==> src/rtl/cfba_pkg.sv <==
// Shared constants and types for the chained free-block allocator.
package cfba_pkg;

    localparam int STACK_DEPTH = 100;
    localparam int BLOCK_COUNT = 1024;
    localparam int BLK_W       = $clog2(BLOCK_COUNT);
    localparam int CNT_W       = $clog2(STACK_DEPTH + 1);
    localparam int STK_AW      = $clog2(STACK_DEPTH);
    localparam int WORD_W      = $clog2(STACK_DEPTH + 1);
    localparam int CHN_AW      = BLK_W + WORD_W;

    typedef enum logic
    {
        CMD_FREE  = 1'b0,
        CMD_ALLOC = 1'b1
    } cmd_t;

    typedef enum logic [2:0]
    {
        ST_IDLE,
        ST_POP,
        ST_SPILL,
        ST_LOAD_CNT,
        ST_LOAD
    } state_t;

    typedef struct packed
    {
        logic              we;
        logic [STK_AW-1:0] addr;
        logic [BLK_W-1:0]  wdata;
    } stk_req_t;

    typedef struct packed
    {
        logic              we;
        logic [CHN_AW-1:0] addr;
        logic [BLK_W-1:0]  wdata;
    } chn_req_t;

    typedef struct packed
    {
        logic             valid;
        logic [BLK_W-1:0] blk;
        logic             none;
    } res_t;

endpackage

==> src/rtl/cfba_seq.sv <==
// Sequencer: push/pop on the in-core stack, spill into and reload from chain storage.
module cfba_seq import cfba_pkg::*; (
    input  logic             clk,
    input  logic             rst_n,
    input  logic             start,
    input  logic             cmd,
    input  logic [BLK_W-1:0] blk_in,
    output logic             idle,
    output stk_req_t         stk_req,
    input  logic [BLK_W-1:0] stk_rdata,
    output chn_req_t         chn_req,
    input  logic [BLK_W-1:0] chn_rdata,
    output res_t             res
);

    state_t             state_reg, state_next;
    logic [CNT_W-1:0]   count_reg, count_next;
    logic [STK_AW-1:0]  idx_reg, idx_next;
    logic [BLK_W-1:0]   blk_reg, blk_next;
    logic               bot_valid_reg, bot_valid_next;

    logic [BLK_W-1:0]   stk_data;
    logic [STK_AW-1:0]  top_idx;
    logic [CNT_W-1:0]   load_cnt;

    always_ff @(posedge clk or negedge rst_n)
    begin
        if (!rst_n)
        begin
            state_reg     <= ST_IDLE;
            count_reg     <= CNT_W'(1);
            idx_reg       <= '0;
            blk_reg       <= '0;
            bot_valid_reg <= 1'b0;
        end
        else
        begin
            state_reg     <= state_next;
            count_reg     <= count_next;
            idx_reg       <= idx_next;
            blk_reg       <= blk_next;
            bot_valid_reg <= bot_valid_next;
        end
    end

    // entry 0 reads as the zero sentinel until it is first written
    always_comb
    begin
        top_idx = STK_AW'(count_reg - CNT_W'(1));
        if (state_reg == ST_POP)
        begin
            stk_data = (top_idx == '0 && !bot_valid_reg) ? '0 : stk_rdata;
        end
        else
        begin
            stk_data = (idx_reg == '0 && !bot_valid_reg) ? '0 : stk_rdata;
        end
        load_cnt = (chn_rdata > BLK_W'(STACK_DEPTH)) ? CNT_W'(STACK_DEPTH)
                                                     : chn_rdata[CNT_W-1:0];
    end

    always_comb
    begin
        state_next     = state_reg;
        count_next     = count_reg;
        idx_next       = idx_reg;
        blk_next       = blk_reg;
        bot_valid_next = bot_valid_reg;
        stk_req        = '0;
        chn_req        = '0;
        res            = '0;
        idle           = (state_reg == ST_IDLE);

        unique case (state_reg)
            ST_IDLE:
            begin
                if (start)
                begin
                    if (cmd == CMD_FREE)
                    begin
                        if (count_reg >= CNT_W'(STACK_DEPTH))
                        begin
                            // full: count goes to word 0 of the freed block
                            chn_req.we    = 1'b1;
                            chn_req.addr  = {blk_in, WORD_W'(0)};
                            chn_req.wdata = BLK_W'(STACK_DEPTH);
                            stk_req.addr  = '0;
                            blk_next      = blk_in;
                            idx_next      = '0;
                            state_next    = ST_SPILL;
                        end
                        else
                        begin
                            stk_req.we    = 1'b1;
                            stk_req.addr  = STK_AW'(count_reg);
                            stk_req.wdata = blk_in;
                            count_next    = count_reg + CNT_W'(1);
                            if (count_reg == '0)
                            begin
                                bot_valid_next = 1'b1;
                            end
                            res.valid = 1'b1;
                        end
                    end
                    else if (count_reg == '0)
                    begin
                        res.valid = 1'b1;
                        res.none  = 1'b1;
                    end
                    else
                    begin
                        stk_req.addr = STK_AW'(count_reg - CNT_W'(1));
                        state_next   = ST_POP;
                    end
                end
            end

            ST_POP:
            begin
                if (stk_data == '0)
                begin
                    res.valid  = 1'b1;
                    res.none   = 1'b1;
                    state_next = ST_IDLE;
                end
                else
                begin
                    count_next = count_reg - CNT_W'(1);
                    if (count_reg == CNT_W'(1))
                    begin
                        blk_next     = stk_data;
                        chn_req.addr = {stk_data, WORD_W'(0)};
                        state_next   = ST_LOAD_CNT;
                    end
                    else
                    begin
                        res.valid  = 1'b1;
                        res.blk    = stk_data;
                        state_next = ST_IDLE;
                    end
                end
            end

            ST_SPILL:
            begin
                chn_req.we    = 1'b1;
                chn_req.addr  = {blk_reg, WORD_W'(idx_reg) + WORD_W'(1)};
                chn_req.wdata = stk_data;
                if (idx_reg == STK_AW'(STACK_DEPTH - 1))
                begin
                    // stack restarts holding only the freed block
                    stk_req.we     = 1'b1;
                    stk_req.addr   = '0;
                    stk_req.wdata  = blk_reg;
                    count_next     = CNT_W'(1);
                    bot_valid_next = 1'b1;
                    res.valid      = 1'b1;
                    state_next     = ST_IDLE;
                end
                else
                begin
                    stk_req.addr = idx_reg + STK_AW'(1);
                    idx_next     = idx_reg + STK_AW'(1);
                end
            end

            ST_LOAD_CNT:
            begin
                count_next = load_cnt;
                if (load_cnt == '0)
                begin
                    res.valid  = 1'b1;
                    res.blk    = blk_reg;
                    state_next = ST_IDLE;
                end
                else
                begin
                    chn_req.addr = {blk_reg, WORD_W'(1)};
                    idx_next     = '0;
                    state_next   = ST_LOAD;
                end
            end

            ST_LOAD:
            begin
                stk_req.we    = 1'b1;
                stk_req.addr  = idx_reg;
                stk_req.wdata = chn_rdata;
                if (idx_reg == '0)
                begin
                    bot_valid_next = 1'b1;
                end
                if (CNT_W'(idx_reg) + CNT_W'(1) == count_reg)
                begin
                    res.valid  = 1'b1;
                    res.blk    = blk_reg;
                    state_next = ST_IDLE;
                end
                else
                begin
                    chn_req.addr = {blk_reg, WORD_W'(idx_reg) + WORD_W'(2)};
                    idx_next     = idx_reg + STK_AW'(1);
                end
            end

            default:
            begin
                state_next = ST_IDLE;
            end
        endcase
    end

endmodule

==> config.mk <==
export PLATFORM = sky130hd
export DESIGN_NAME = cfba_seq
export DESIGN_NICKNAME = d
export VERILOG_FILES = /design/src/rtl/cfba_pkg.sv /design/src/rtl/cfba_seq.sv
export SDC_FILE = /design/constraint.sdc
export NUM_CORES = 1
export LEC_CHECK = 0
export ABC_AREA = 1
export CAP_MARGIN = 20
export CELL_PAD_IN_SITES_DETAIL_PLACEMENT = 0
export CELL_PAD_IN_SITES_GLOBAL_PLACEMENT = 1
export CORE_ASPECT_RATIO = 1.4
export CORE_MARGIN = 2
export CORE_UTILIZATION = 40
export CTS_BUF_LIST = sky130_fd_sc_hd__clkbuf_16
export DETAILED_ROUTE_END_ITERATION = 6
export DONT_BUFFER_PORTS = 1
export GPL_TIMING_DRIVEN = 0
export PLACE_DENSITY_LB_ADDON = 0.05
export RECOVER_POWER = 50
export SETUP_SLACK_MARGIN = 0.4
export SYNTH_ARGS = -nofsm -noshare
export SYNTH_HDL_FRONTEND = slang
export SYNTH_SLANG_ARGS = --single-unit
==> constraint.sdc <==
create_clock -name clk -period 2.77 [get_ports clk]
set_input_delay 0.4155 -clock clk [delete_from_list [all_inputs] [get_ports clk]]
set_output_delay 0.4155 -clock clk [all_outputs]
set_load 0.005 [all_outputs]
==> flow_metrics.env, run 1 <==
export IMPL_run_status="complete, but fails checks"
export IMPL_failed_checks="max-capacitance violations, max-slew violations, negative setup slack"
export IMPL_max_cap_viol_count=1
export IMPL_netlist_area_leader_share=0.207
export IMPL_maxSlewHeadroom=-0.161
export IMPL_crit_top_cell="sky130_fd_sc_hd__nand2_2"
export IMPL_vias_per_cell=5.77
export IMPL_cp_cell_sequence="inv_4 -> ha_4 -> nand2_2 -> inv_1 -> nand2_2 -> nand2_2 -> nor2_4 -> nand2_4 -> buf_12 -> a21oi_4 -> nand2_2 -> nor2_4 -> nand3_4 -> buf_6 -> nand4_1"
export IMPL_powerDensity_nw_per_um2=837
export IMPL_synthTopCellsByCount="140 x sky130_fd_sc_hd__nand2_1, 75 x sky130_fd_sc_hd__inv_1, 66 x sky130_fd_sc_hd__nor2_1, 46 x sky130_fd_sc_hd__nand3_1, 39 x sky130_fd_sc_hd__o21ai_0"
export IMPL_mappedNetlistNets=585
export IMPL_cell_with_the_largest_stage_delay_on_the_worst_path="sky130_fd_sc_hd__dfstp_2"
export IMPL_fin_hold_ws_ps=285
export IMPL_postSynthRegisterBits=28
export IMPL_largest_register_ff_count=10
export IMPL_drt_drc_violations_left=0
export IMPL_synth_avg_cell_area_sq_um=6.01
export IMPL_ys_warnings_count=0
export IMPL_initial_antenna_violation_count=0
export IMPL_edff_count_synth=0
export IMPL_fin_ws_ps=-222
export IMPL_drv_slew=29
export IMPL_clkSinkCount=28
export IMPL_achievable_frequency_mhz=334
export IMPL_final_antenna_net_count=0
export IMPL_ioPinCount=93
export IMPL_hold_path_class="primary input to register"
export IMPL_via_count=4026
export IMPL_portBuffers=0
export IMPL_share_of_flip_flops_with_an_asynchronous_set_or_reset=1.00
export IMPL_setup_worst_path_end_class="output pin"
export IMPL_dp_hpwl_um=9940
export IMPL_final_layout_size_suffix_gt1_frac=0.374
export IMPL_number_of_antenna_diodes=0
export IMPL_post_synth_num_cell_types=41
export IMPL_die_span_in_y_um=111
export IMPL_clock_skew_ps=3.23
export IMPL_synthFlopType="sky130_fd_sc_hd__dfrtp_1"
export IMPL_drt_wl_total_um=14100
export IMPL_grt_first_pass_wirelength_um=21800
export IMPL_numCtsBuffers=3
export IMPL_synth_seq_area_share=0.215
export IMPL_finalCriticalPeriod_ps=2990
export IMPL_synthDominantAreaCellType="sky130_fd_sc_hd__dfrtp_1"
export IMPL_gr_usage_all_layers=0.315
export IMPL_clk_pin_slew_worst_paths_ps=70
export IMPL_cts_root_buffer="sky130_fd_sc_hd__clkbuf_16"
export IMPL_core_area_sq_um=8050
export IMPL_synthToLayoutAreaGrowth_pct=45.3
export IMPL_dpl_cell_count=646
export IMPL_final_cells=698
export IMPL_timing_worst_slew_pin_value_ps=1740
export IMPL_yosysMostFrequentCell="sky130_fd_sc_hd__nand2_1"
export IMPL_synth_top_cells_by_area="sky130_fd_sc_hd__dfrtp_1 21%, sky130_fd_sc_hd__nand2_1 16%, sky130_fd_sc_hd__inv_1 8.6%"
export IMPL_width_of_the_die_um=80.4
export IMPL_grt_most_used_layer="met2"
export IMPL_met2_usage_grt=0.556
export IMPL_setup_viol_count_final=43
export IMPL_largest_net_degree_at_the_start_of_global_routing=29
export IMPL_clock_tree_from_tritoncts="done"
export IMPL_worstSetupStartpointType="register"
export IMPL_final_min_period_over_clock_period=1.08
export IMPL_groute_layer_met1_usage=0.377
export IMPL_fp_dieArea_sq_um=8930
export IMPL_detail_route_wl_per_cell_um=20.2
export IMPL_gr_usage_met3=0.0366
export IMPL_timing_final_hold_violations=0
export IMPL_setup_worst_path_class="register to output pin"
export IMPL_grt_pass1_vias=4068
export IMPL_worstPathArrival_ps=2580
export IMPL_cts_buffer_depth=2
export IMPL_clock_insertion_delay_worst_skew_ps=270
export IMPL_worst_endpoint_required_ps=2350
export IMPL_row_count=39
export IMPL_gpl_final_weighted_congestion=0.931
export IMPL_cp_max_fo=8
export IMPL_layout_nets=638
export IMPL_detail_route_iter0_violations=199
export IMPL_synthesis_instances=544
export IMPL_finalSetupTns_ps=-3440
export IMPL_rsz0062_at_grt="yes"
export IMPL_detailedRoute_firstPassIterationCount=4
export IMPL_vdd_drop_max_mv=0.529
export IMPL_starting_utilization_of_the_core_area=0.406
export IMPL_post_synth_instance_area_sq_um=3270
export IMPL_htree_levels=1
export IMPL_p_leak_nw=2.13
export IMPL_gr_total_overflow=0
export IMPL_cpPeakStageDelay_ps=590
export IMPL_filler_cell_count=800
-- repair_timing --
action | 4_1_cts | 5_1_grt
cloned | 1 | 0
gates resized for setup | 157 | 58
endpoints found under the setup margin | 84 | 84
buffers inserted | 35 | 10
endpoints found under the hold margin | 28 | 0
pin swaps | 33 | 18
hold buffers | 2 | 0
-- area by class of cell --
type | count | area (sq um) | share of cell area
well taps | 102 | 128 | 0.0268
clock buffers | 3 | 75.1 | 0.0158
plain buffers | 15 | 158 | 0.0332
repair buffers | 48 | 442 | 0.0929
flip-flops and latches | 28 | 707 | 0.149
multi-input cells | 418 | 2910 | 0.611
inverters | 83 | 335 | 0.0705
clock inverters | 1 | 3.75 | 0.000790
-- metrics by stage --
stage	worst slack, ps	utilization	instance area, sq um	power [mW]
final	-222	0.590	4750	3.98
after global routing	-324	0.590	4750	4.25
after CTS	-223	0.550	4430	3.75
after detailed placement	-452	0.428	3450	2.67
after global placement	-403	0.428	3450	2.65
after floorplan	140	-	3320	2.13
-- kinds of logic (layout without fill, tap and decap cells) --
logic type / count (synthesis) / in the layout / share of synthesized area
and+or+nand+nor: 295 / 295 / 0.400
AOI/OAI and AO/OA: 104 / 104 / 0.200
adders and majority gates: 7 / 7 / 0.0268
DFF: 28 / 28 / 0.215
buffers and inverters: 98 / 150 / 0.127
xor gates and xnor gates: 12 / 12 / 0.0321
-- layout by cell type (no fill, tap or decap), types with 6 or more instances in the layout --
| cell type | n |
|---|---|
| sky130_fd_sc_hd__buf_4 | 30 |
| sky130_fd_sc_hd__nand2_1 | 116 |
| sky130_fd_sc_hd__o221ai_2 | 7 |
| sky130_fd_sc_hd__nor3_1 | 6 |
| sky130_fd_sc_hd__o22ai_4 | 8 |
| sky130_fd_sc_hd__a21oi_1 | 9 |
| sky130_fd_sc_hd__nand3_1 | 41 |
| sky130_fd_sc_hd__inv_1 | 65 |
| sky130_fd_sc_hd__a21oi_2 | 8 |
| sky130_fd_sc_hd__o21ai_0 | 17 |
| sky130_fd_sc_hd__nor2_2 | 10 |
| sky130_fd_sc_hd__inv_2 | 13 |
| sky130_fd_sc_hd__o21ai_2 | 9 |
| sky130_fd_sc_hd__o21ai_1 | 6 |
| sky130_fd_sc_hd__dfrtp_1 | 23 |
| sky130_fd_sc_hd__xor2_1 | 8 |
| sky130_fd_sc_hd__nand2_4 | 9 |
| sky130_fd_sc_hd__nor2_1 | 52 |
| sky130_fd_sc_hd__nand2_2 | 29 |
| sky130_fd_sc_hd__buf_6 | 14 |
| sky130_fd_sc_hd__o21ai_4 | 9 |
| sky130_fd_sc_hd__nor2_4 | 14 |
-- power by group --
group	internal, mW	leakage [nW]	switching [mW]
Sequential	0.531	0.358	0.130
Combinational	1.09	1.73	1.87
Clock	0.195	0.0423	0.157
Total	1.82	2.13	2.16
-- critical path, delay by kind of cell (launching register included) --
family | cells | cell delay [ps]
buffers and inverters | 4 | 420
AND/OR/NAND/NOR | 9 | 960
flip-flops | 1 | 590
AO/OA/AOI/OAI | 1 | 150
adder cells (fa/ha/maj) | 1 | 170
-- path summary, 6_finish.rpt --
path                              start           end  slack (ps)  depth (start not counted)
max                        count_reg[0]       res[11]        -220                         15
min                                 cmd  state_reg[0]         290                          2
max reg2reg                state_reg[0]    blk_reg[7]         -30                         11
min reg2reg                  blk_reg[9]    blk_reg[9]         490                          2
max in group asynchronous         rst_n    idx_reg[1]         480                          2
min in group asynchronous         rst_n  count_reg[1]        1150                          2
-- per-layer routing --
layer	routed length (um)	up-vias
met1	5520	1955
met3	748	35
met4	530	0
met5	0	-
met2	7310	139
li1	-	1897
No activity file was read; power rests on OpenSTA's default activity.
==> run 2: changes to the inputs <==
ABC_AREA = not set   (was 1)
CORE_UTILIZATION = 42   (was 40)
==> run 2 against run 1 <==
Effect of this change:
- non-clock buffer count rose by 48
- highest routed layer unchanged
- sequential share of layout area fell by 1.1 points
- critical endpoint is now chn_req[22]
- register-to-register slack improved by 50 ps
- the run still ends with max-capacitance violations, max-slew violations, negative setup slack left
- final cell count fell by 14%
- synthesized cell count fell by 22%
==> flow_metrics.env, run 2 <==
export IMPL_run_status="complete, but fails checks"
export IMPL_failed_checks="max-capacitance violations, max-slew violations, negative setup slack"
export IMPL_gpl_final_weighted_congestion=0.913
export IMPL_initial_antenna_violation_count=0
export IMPL_cpLargestDelayFamily="compound AO/OA/AOI/OAI gates"
export IMPL_setup_worst_path_end_class="output pin"
export IMPL_max_cap_viol_count=1
export IMPL_cpPeakStageDelay_ps=390
export IMPL_setup_viol_count_final=29
export IMPL_final_antenna_net_count=0
export IMPL_clock_skew_ps=2.30
export IMPL_synthTopCellsByCount="28 x sky130_fd_sc_hd__nand2_1, 28 x sky130_fd_sc_hd__nor2_1, 27 x sky130_fd_sc_hd__dfrtp_1, 25 x sky130_fd_sc_hd__clkbuf_1, 25 x sky130_fd_sc_hd__o21ai_0"
export IMPL_clock_insertion_delay_worst_skew_ps=280
export IMPL_filler_cell_count=602
export IMPL_cts_root_buffer="sky130_fd_sc_hd__clkbuf_16"
export IMPL_dp_hpwl_um=9450
export IMPL_cts_buffer_depth=2
export IMPL_swShare=0.467
export IMPL_cp_num_buf_inv=3
export IMPL_grt_first_pass_wirelength_um=22000
export IMPL_final_min_period_over_clock_period=1.20
export IMPL_synthesis_instances=423
export IMPL_maxSlewHeadroom=-0.189
export IMPL_final_area_sq_um=5120
export IMPL_fin_hold_ws_ps=274
export IMPL_postSynthRegisterBits=28
export IMPL_via_count=4107
export IMPL_cp_cell_sequence="buf_6 -> ha_4 -> buf_8 -> nand2_4 -> or3_4 -> a2111oi_4 -> a31oi_4 -> or3_4 -> buf_6 -> a221o_1"
export IMPL_post_synth_instance_area_sq_um=3260
export IMPL_powerDensity_nw_per_um2=983
export IMPL_worstSetupStartpointType="register"
export IMPL_setup_worst_path_class="register to output pin"
export IMPL_clk_pin_slew_worst_paths_ps=80
export IMPL_post_synth_num_cell_types=74
export IMPL_share_clk_of_total_power=0.093
export IMPL_ys_warnings_count=0
export IMPL_achievable_frequency_mhz=301
export IMPL_layout_cells_most_common="sky130_fd_sc_hd__buf_4"
export IMPL_layout_nets=542
export IMPL_synth_avg_cell_area_sq_um=7.71
export IMPL_numCtsBuffers=3
export IMPL_dpl_cell_count=523
export IMPL_cp_max_fo=5
export IMPL_grt_pass1_vias=3902
export IMPL_synthFlopType="sky130_fd_sc_hd__dfrtp_1"
export IMPL_vias_per_cell=6.85
export IMPL_cell_with_the_largest_stage_delay_on_the_worst_path="sky130_fd_sc_hd__dfrtp_1"
export IMPL_synth_top_cells_by_area="sky130_fd_sc_hd__dfrtp_1 21%, sky130_fd_sc_hd__a221o_1 5.5%, sky130_fd_sc_hd__and2_1 4.0%"
export IMPL_hold_path_class="primary input to register"
export IMPL_final_cells=600
export IMPL_width_of_the_die_um=78.5
export IMPL_share_of_flip_flops_with_an_asynchronous_set_or_reset=1.00
export IMPL_post_dp_cell_area_sq_um=3520
export IMPL_finalCriticalPeriod_ps=3320
export IMPL_fp_dieArea_sq_um=8500
export IMPL_clock_tree_from_tritoncts="done"
export IMPL_power_combinational_fraction=0.768
export IMPL_timing_final_hold_violations=0
export IMPL_drv_slew=29
export IMPL_synthDominantAreaCellType="sky130_fd_sc_hd__dfrtp_1"
export IMPL_worst_endpoint_required_ps=2350
export IMPL_detail_route_iter0_violations=363
export IMPL_largest_register_ff_count=10
export IMPL_worstPathArrival_ps=2910
export IMPL_netlist_area_leader_share=0.207
export IMPL_fin_ws_ps=-551
export IMPL_gr_usage_all_layers=0.337
export IMPL_layout_common_cells="47 x sky130_fd_sc_hd__buf_4, 28 x sky130_fd_sc_hd__buf_6, 25 x sky130_fd_sc_hd__dfrtp_1"
export IMPL_synthToLayoutAreaGrowth_pct=57.1
export IMPL_htree_levels=1
export IMPL_die_span_in_y_um=108
export IMPL_starting_utilization_of_the_core_area=0.426
export IMPL_core_area_sq_um=7650
export IMPL_pwr_share_seq=0.139
export IMPL_drt_wl_total_um=15000
export IMPL_gr_total_overflow=0
export IMPL_total_switching_power_mw=2.35
export IMPL_timing_worst_slew_pin_value_ps=1780
export IMPL_clkSinkCount=28
export IMPL_number_of_antenna_diodes=0
export IMPL_post_layout_total_power_mw=5.04
export IMPL_synth_seq_area_share=0.215
export IMPL_largest_net_degree_at_the_start_of_global_routing=29
export IMPL_row_count=38
export IMPL_vdd_drop_max_mv=0.382
export IMPL_edff_count_synth=0
export IMPL_reg2reg_slack_ps=20
export IMPL_p_int_mw=2.69
export IMPL_detailedRoute_firstPassIterationCount=5
export IMPL_mappedNetlistNets=464
export IMPL_ioPinCount=93
export IMPL_p_leak_nw=2.08
export IMPL_detail_route_wl_per_cell_um=25.1
export IMPL_final_layout_size_suffix_gt1_frac=0.428
export IMPL_drt_drc_violations_left=0
export IMPL_portBuffers=0
export IMPL_rsz0062_at_grt="yes"
[run 2: cell count changes after synthesis, moves of 16 or more]
cell,delta
sky130_fd_sc_hd__and2_1,+21
sky130_fd_sc_hd__nor2_1,-38
sky130_fd_sc_hd__a221o_1,+16
sky130_fd_sc_hd__nand2_1,-112
sky130_fd_sc_hd__nand3_1,-32
sky130_fd_sc_hd__clkbuf_1,+18
sky130_fd_sc_hd__inv_1,-52
[run 2: through the flow]
| stage | setup slack (ps) | util | setup TNS (ps) |
|---|---|---|---|
| final | -551 | 0.670 | -12970 |
| after global routing | -610 | 0.670 | -14910 |
| after CTS | -535 | 0.591 | -11990 |
| after detailed placement | -518 | 0.459 | -13330 |
| after global placement | -525 | 0.459 | -13630 |
| after floorplan | -141 | - | -1280 |
[run 2: power by group through the flow]
stage          clock network, mW  registers, mW  logic, mW
2_1_floorplan                  0          0.652       1.77
5_1_grt                    0.474          0.715       4.08
3_3_place_gp                   0          0.695       2.25
4_1_cts                    0.463          0.683       3.09
3_5_place_dp                   0          0.696       2.26
6_report                   0.468          0.702       3.87
[run 2: what timing repair did]
item | 4_1_cts | 5_1_grt
resized for setup | 120 | 97
hold endpoints to repair | 28 | 0
buffers inserted | 38 | 28
pin swaps | 30 | 34
endpoints found under the setup margin | 85 | 85
gates cloned | 4 | 1
hold buffers | 2 | 0
[run 2: worst paths after layout]
kind / from / endpoint / cells after the start
hold / removal: stk_rdata[2] / blk_reg[2] / 1
setup / recovery: idx_reg[0] / chn_req[22] / 10
max in group asynchronous: rst_n / idx_reg[2] / 2
min in group asynchronous: rst_n / blk_reg[7] / 2
hold reg to reg: bot_valid_reg / bot_valid_reg / 2
setup reg to reg: idx_reg[0] / idx_reg[4] / 13
[run 2: cell families after synthesis]
kind of cell | share of synthesized area
xor gates and xnor gates | 0.0349
AOI/OAI and AO/OA | 0.366
DFF | 0.215
buffers and inverters | 0.0821
and+or+nand+nor | 0.259
muxes | 0.0161
adders and majority gates | 0.0268
[run 2: worst register-to-register path, stage by stage, from the launching register on]
cell                        delay [ps]
sky130_fd_sc_hd__dfrtp_1           390
sky130_fd_sc_hd__buf_6             120
sky130_fd_sc_hd__ha_4              140
sky130_fd_sc_hd__buf_8             110
sky130_fd_sc_hd__nand2_4            60
sky130_fd_sc_hd__or3_4             390
sky130_fd_sc_hd__a2111oi_4         390
sky130_fd_sc_hd__buf_4             180
sky130_fd_sc_hd__buf_6             110
sky130_fd_sc_hd__buf_6              90
sky130_fd_sc_hd__nand4_1           220
sky130_fd_sc_hd__nand3_4           230
sky130_fd_sc_hd__buf_12            120
sky130_fd_sc_hd__a2bb2oi_2         130
[run 2: routing by layer]
| layer | wire [um] | track usage | share of wire | up-vias |
|---|---|---|---|---|
| met1 | 5600 | 0.388 | 0.37 | 1990 |
| met4 | 794 | 0.152 | 0.053 | 0 |
| met5 | 0 | 0 | 0 | - |
| met3 | 1040 | 0.0543 | 0.069 | 60 |
| li1 | - | - | - | 1794 |
| met2 | 7600 | 0.608 | 0.51 | 263 |
[run 2: cell type report]
| type | instances | area [sq um] | share of cell area |
|---|---|---|---|
| Inverter | 23 | 100 | 0.0195 |
| Sequential cell | 28 | 704 | 0.137 |
| Timing Repair Buffer | 73 | 713 | 0.139 |
| Clock inverter | 1 | 30.0 | 0.00586 |
| Buffer | 38 | 382 | 0.0745 |
| Multi-Input combinational cell | 334 | 3000 | 0.584 |
| Clock buffer | 3 | 75.1 | 0.0146 |
| Tap cell | 100 | 125 | 0.0244 |
==> run 3: changes to the inputs <==
MAX_ROUTING_LAYER = met4   (was not set)
==> run 3 against run 2 <==
Effect of this change:
- the run still ends with max-capacitance violations, max-slew violations, negative setup slack left
- power shrank 0.15%
- setup slack improved by 1.2 ps
- combinational power about the same
- maximum frequency barely moved
- critical path depth unchanged
- clock power shrank 1%
- final area decreased by 0.42%
- first-iteration DRC count down 5.0%
- non-clock buffer count shrank 1
- sequential power barely moved
- critical endpoint unchanged
- largest power group unchanged
- highest routed layer unchanged
==> flow_metrics.env, run 3 (same netlist as run 2, synthesis figures left out) <==
export IMPL_run_status="complete, but fails checks"
export IMPL_failed_checks="max-capacitance violations, max-slew violations, negative setup slack"
export IMPL_cts_buffer_depth=2
export IMPL_numCtsBuffers=3
export IMPL_final_layout_size_suffix_gt1_frac=0.421
export IMPL_achievable_frequency_mhz=301
export IMPL_starting_utilization_of_the_core_area=0.426
export IMPL_grt_first_pass_wirelength_um=21900
export IMPL_clock_skew_ps=3.73
export IMPL_number_of_antenna_diodes=0
export IMPL_worst_endpoint_required_ps=2350
export IMPL_final_antenna_net_count=0
export IMPL_preCtsSetupSlack_ps=-518
export IMPL_r2r_cells=14
export IMPL_die_span_in_y_um=108
export IMPL_vias_per_cell=6.74
export IMPL_drv_slew=29
export IMPL_drt_wl_total_um=15100
export IMPL_layout_cells_most_common="sky130_fd_sc_hd__buf_4"
export IMPL_hold_path_cell_count=1
export IMPL_powerDensity_nw_per_um2=986
export IMPL_setup_worst_path_class="register to output pin"
export IMPL_filler_cell_count=607
export IMPL_detail_route_wl_per_cell_um=25.1
export IMPL_setup_worst_path_end_class="output pin"
export IMPL_timing_final_hold_violations=0
export IMPL_clock_tree_from_tritoncts="done"
export IMPL_setup_viol_count_final=31
export IMPL_finalCriticalPeriod_ps=3320
export IMPL_dpl_cell_count=523
export IMPL_vdd_drop_max_mv=0.369
export IMPL_grt_pass1_vias=3919
export IMPL_layout_common_cells="46 x sky130_fd_sc_hd__buf_4, 27 x sky130_fd_sc_hd__buf_6, 25 x sky130_fd_sc_hd__dfrtp_1"
export IMPL_timing_worst_slew_pin_value_ps=1820
export IMPL_fin_hold_ws_ps=274
export IMPL_cts_root_buffer="sky130_fd_sc_hd__clkbuf_16"
export IMPL_final_min_period_over_clock_period=1.20
export IMPL_layout_nets=541
export IMPL_via_count=4037
export IMPL_worstSetupStartpointType="register"
export IMPL_htree_levels=1
export IMPL_finalSetupTns_ps=-13310
export IMPL_ioPinCount=93
export IMPL_rsz0062_at_grt="yes"
export IMPL_worstPathArrival_ps=2900
export IMPL_drt_drc_violations_left=0
export IMPL_largest_register_ff_count=10
export IMPL_width_of_the_die_um=78.5
export IMPL_clock_insertion_delay_worst_skew_ps=280
export IMPL_detail_route_iter0_violations=345
export IMPL_dp_hpwl_um=9450
export IMPL_fp_dieArea_sq_um=8500
export IMPL_max_cap_viol_count=1
export IMPL_final_cells=599
export IMPL_post_layout_total_power_mw=5.03
export IMPL_cp_max_fo=5
export IMPL_portBuffers=0
export IMPL_gr_usage_all_layers=0.346
export IMPL_initial_antenna_violation_count=0
export IMPL_detailedRoute_firstPassIterationCount=5
export IMPL_largest_net_degree_at_the_start_of_global_routing=29
export IMPL_maxSlewHeadroom=-0.216
export IMPL_clk_pin_slew_worst_paths_ps=80
export IMPL_gpl_final_weighted_congestion=0.929
export IMPL_clkSinkCount=28
export IMPL_fin_ws_ps=-550
export IMPL_hold_path_class="primary input to register"
export IMPL_p_leak_nw=2.07
export IMPL_synthToLayoutAreaGrowth_pct=56.5
export IMPL_gr_total_overflow=0
export IMPL_row_count=38
export IMPL_core_area_sq_um=7650
run 3: what timing repair did:
| item | in CTS | in global routing |
|---|---|---|
| endpoints found under the setup margin | 85 | 85 |
| cloned | 4 | 1 |
| hold endpoints to repair | 28 | 0 |
| hold buffers | 2 | 0 |
| pin swaps | 30 | 35 |
| gates resized for setup | 120 | 97 |
| setup buffers | 38 | 27 |
run 3: where the power goes:
group / internal (mW) / leakage (nW) / total, mW / switching, mW
logic: 1.84 / 1.67 / 3.87 / 2.03
clock network: 0.289 / 0.0511 / 0.463 / 0.174
registers: 0.552 / 0.346 / 0.700 / 0.148
total: 2.68 / 2.07 / 5.03 / 2.35
run 3: critical path, stage by stage (launching register included):
cell                        delay [ps]
sky130_fd_sc_hd__dfrtp_1           390
sky130_fd_sc_hd__buf_6             120
sky130_fd_sc_hd__ha_4              140
sky130_fd_sc_hd__buf_8             110
sky130_fd_sc_hd__nand2_4            60
sky130_fd_sc_hd__or3_4             380
sky130_fd_sc_hd__a2111oi_4         390
sky130_fd_sc_hd__a31oi_4           160
sky130_fd_sc_hd__or3_4             390
sky130_fd_sc_hd__buf_6             150
sky130_fd_sc_hd__a221o_1           340
run 3: through the flow:
| step | instance area, sq um | utilization |
|---|---|---|
| floorplan | 3390 | - |
| global placement | 3520 | 0.459 |
| detailed placement | 3520 | 0.459 |
| CTS | 4520 | 0.591 |
| global route | 5100 | 0.667 |
| finish | 5100 | 0.667 |
run 3: final timing paths:
| check | from | to | slack, ps |
|---|---|---|---|
| setup / recovery | idx_reg[0] | chn_req[22] | -550 |
| hold / removal | stk_rdata[2] | blk_reg[2] | 270 |
| setup reg to reg | idx_reg[0] | count_reg[3] | 30 |
| hold reg to reg | bot_valid_reg | bot_valid_reg | 540 |
| max in group asynchronous | rst_n | idx_reg[2] | 420 |
| min in group asynchronous | rst_n | blk_reg[7] | 1170 |
run 3: final cells by class:
cell class                 count  area, sq um  share of cell area
sequential                    28          704               0.138
multi-input combinational    334         3000               0.587
clock buffer                   3         75.1              0.0147
inverter                      23         96.3              0.0189
buffer                        38          368              0.0721
clock inverter                 1         30.0             0.00588
tap                          100          125              0.0245
timing repair buffer          72          708               0.139
run 3: layer usage:
metal  wire (um)  GRT usage  part of all wire  vias to the layer above
met1        5770      0.389              0.38                     1959
met5           0          -                 0                        -
met2        7600      0.608              0.50                      236
met3         979     0.0509             0.065                       52
li1            -          -                 -                     1790
met4         705      0.152             0.047                        0
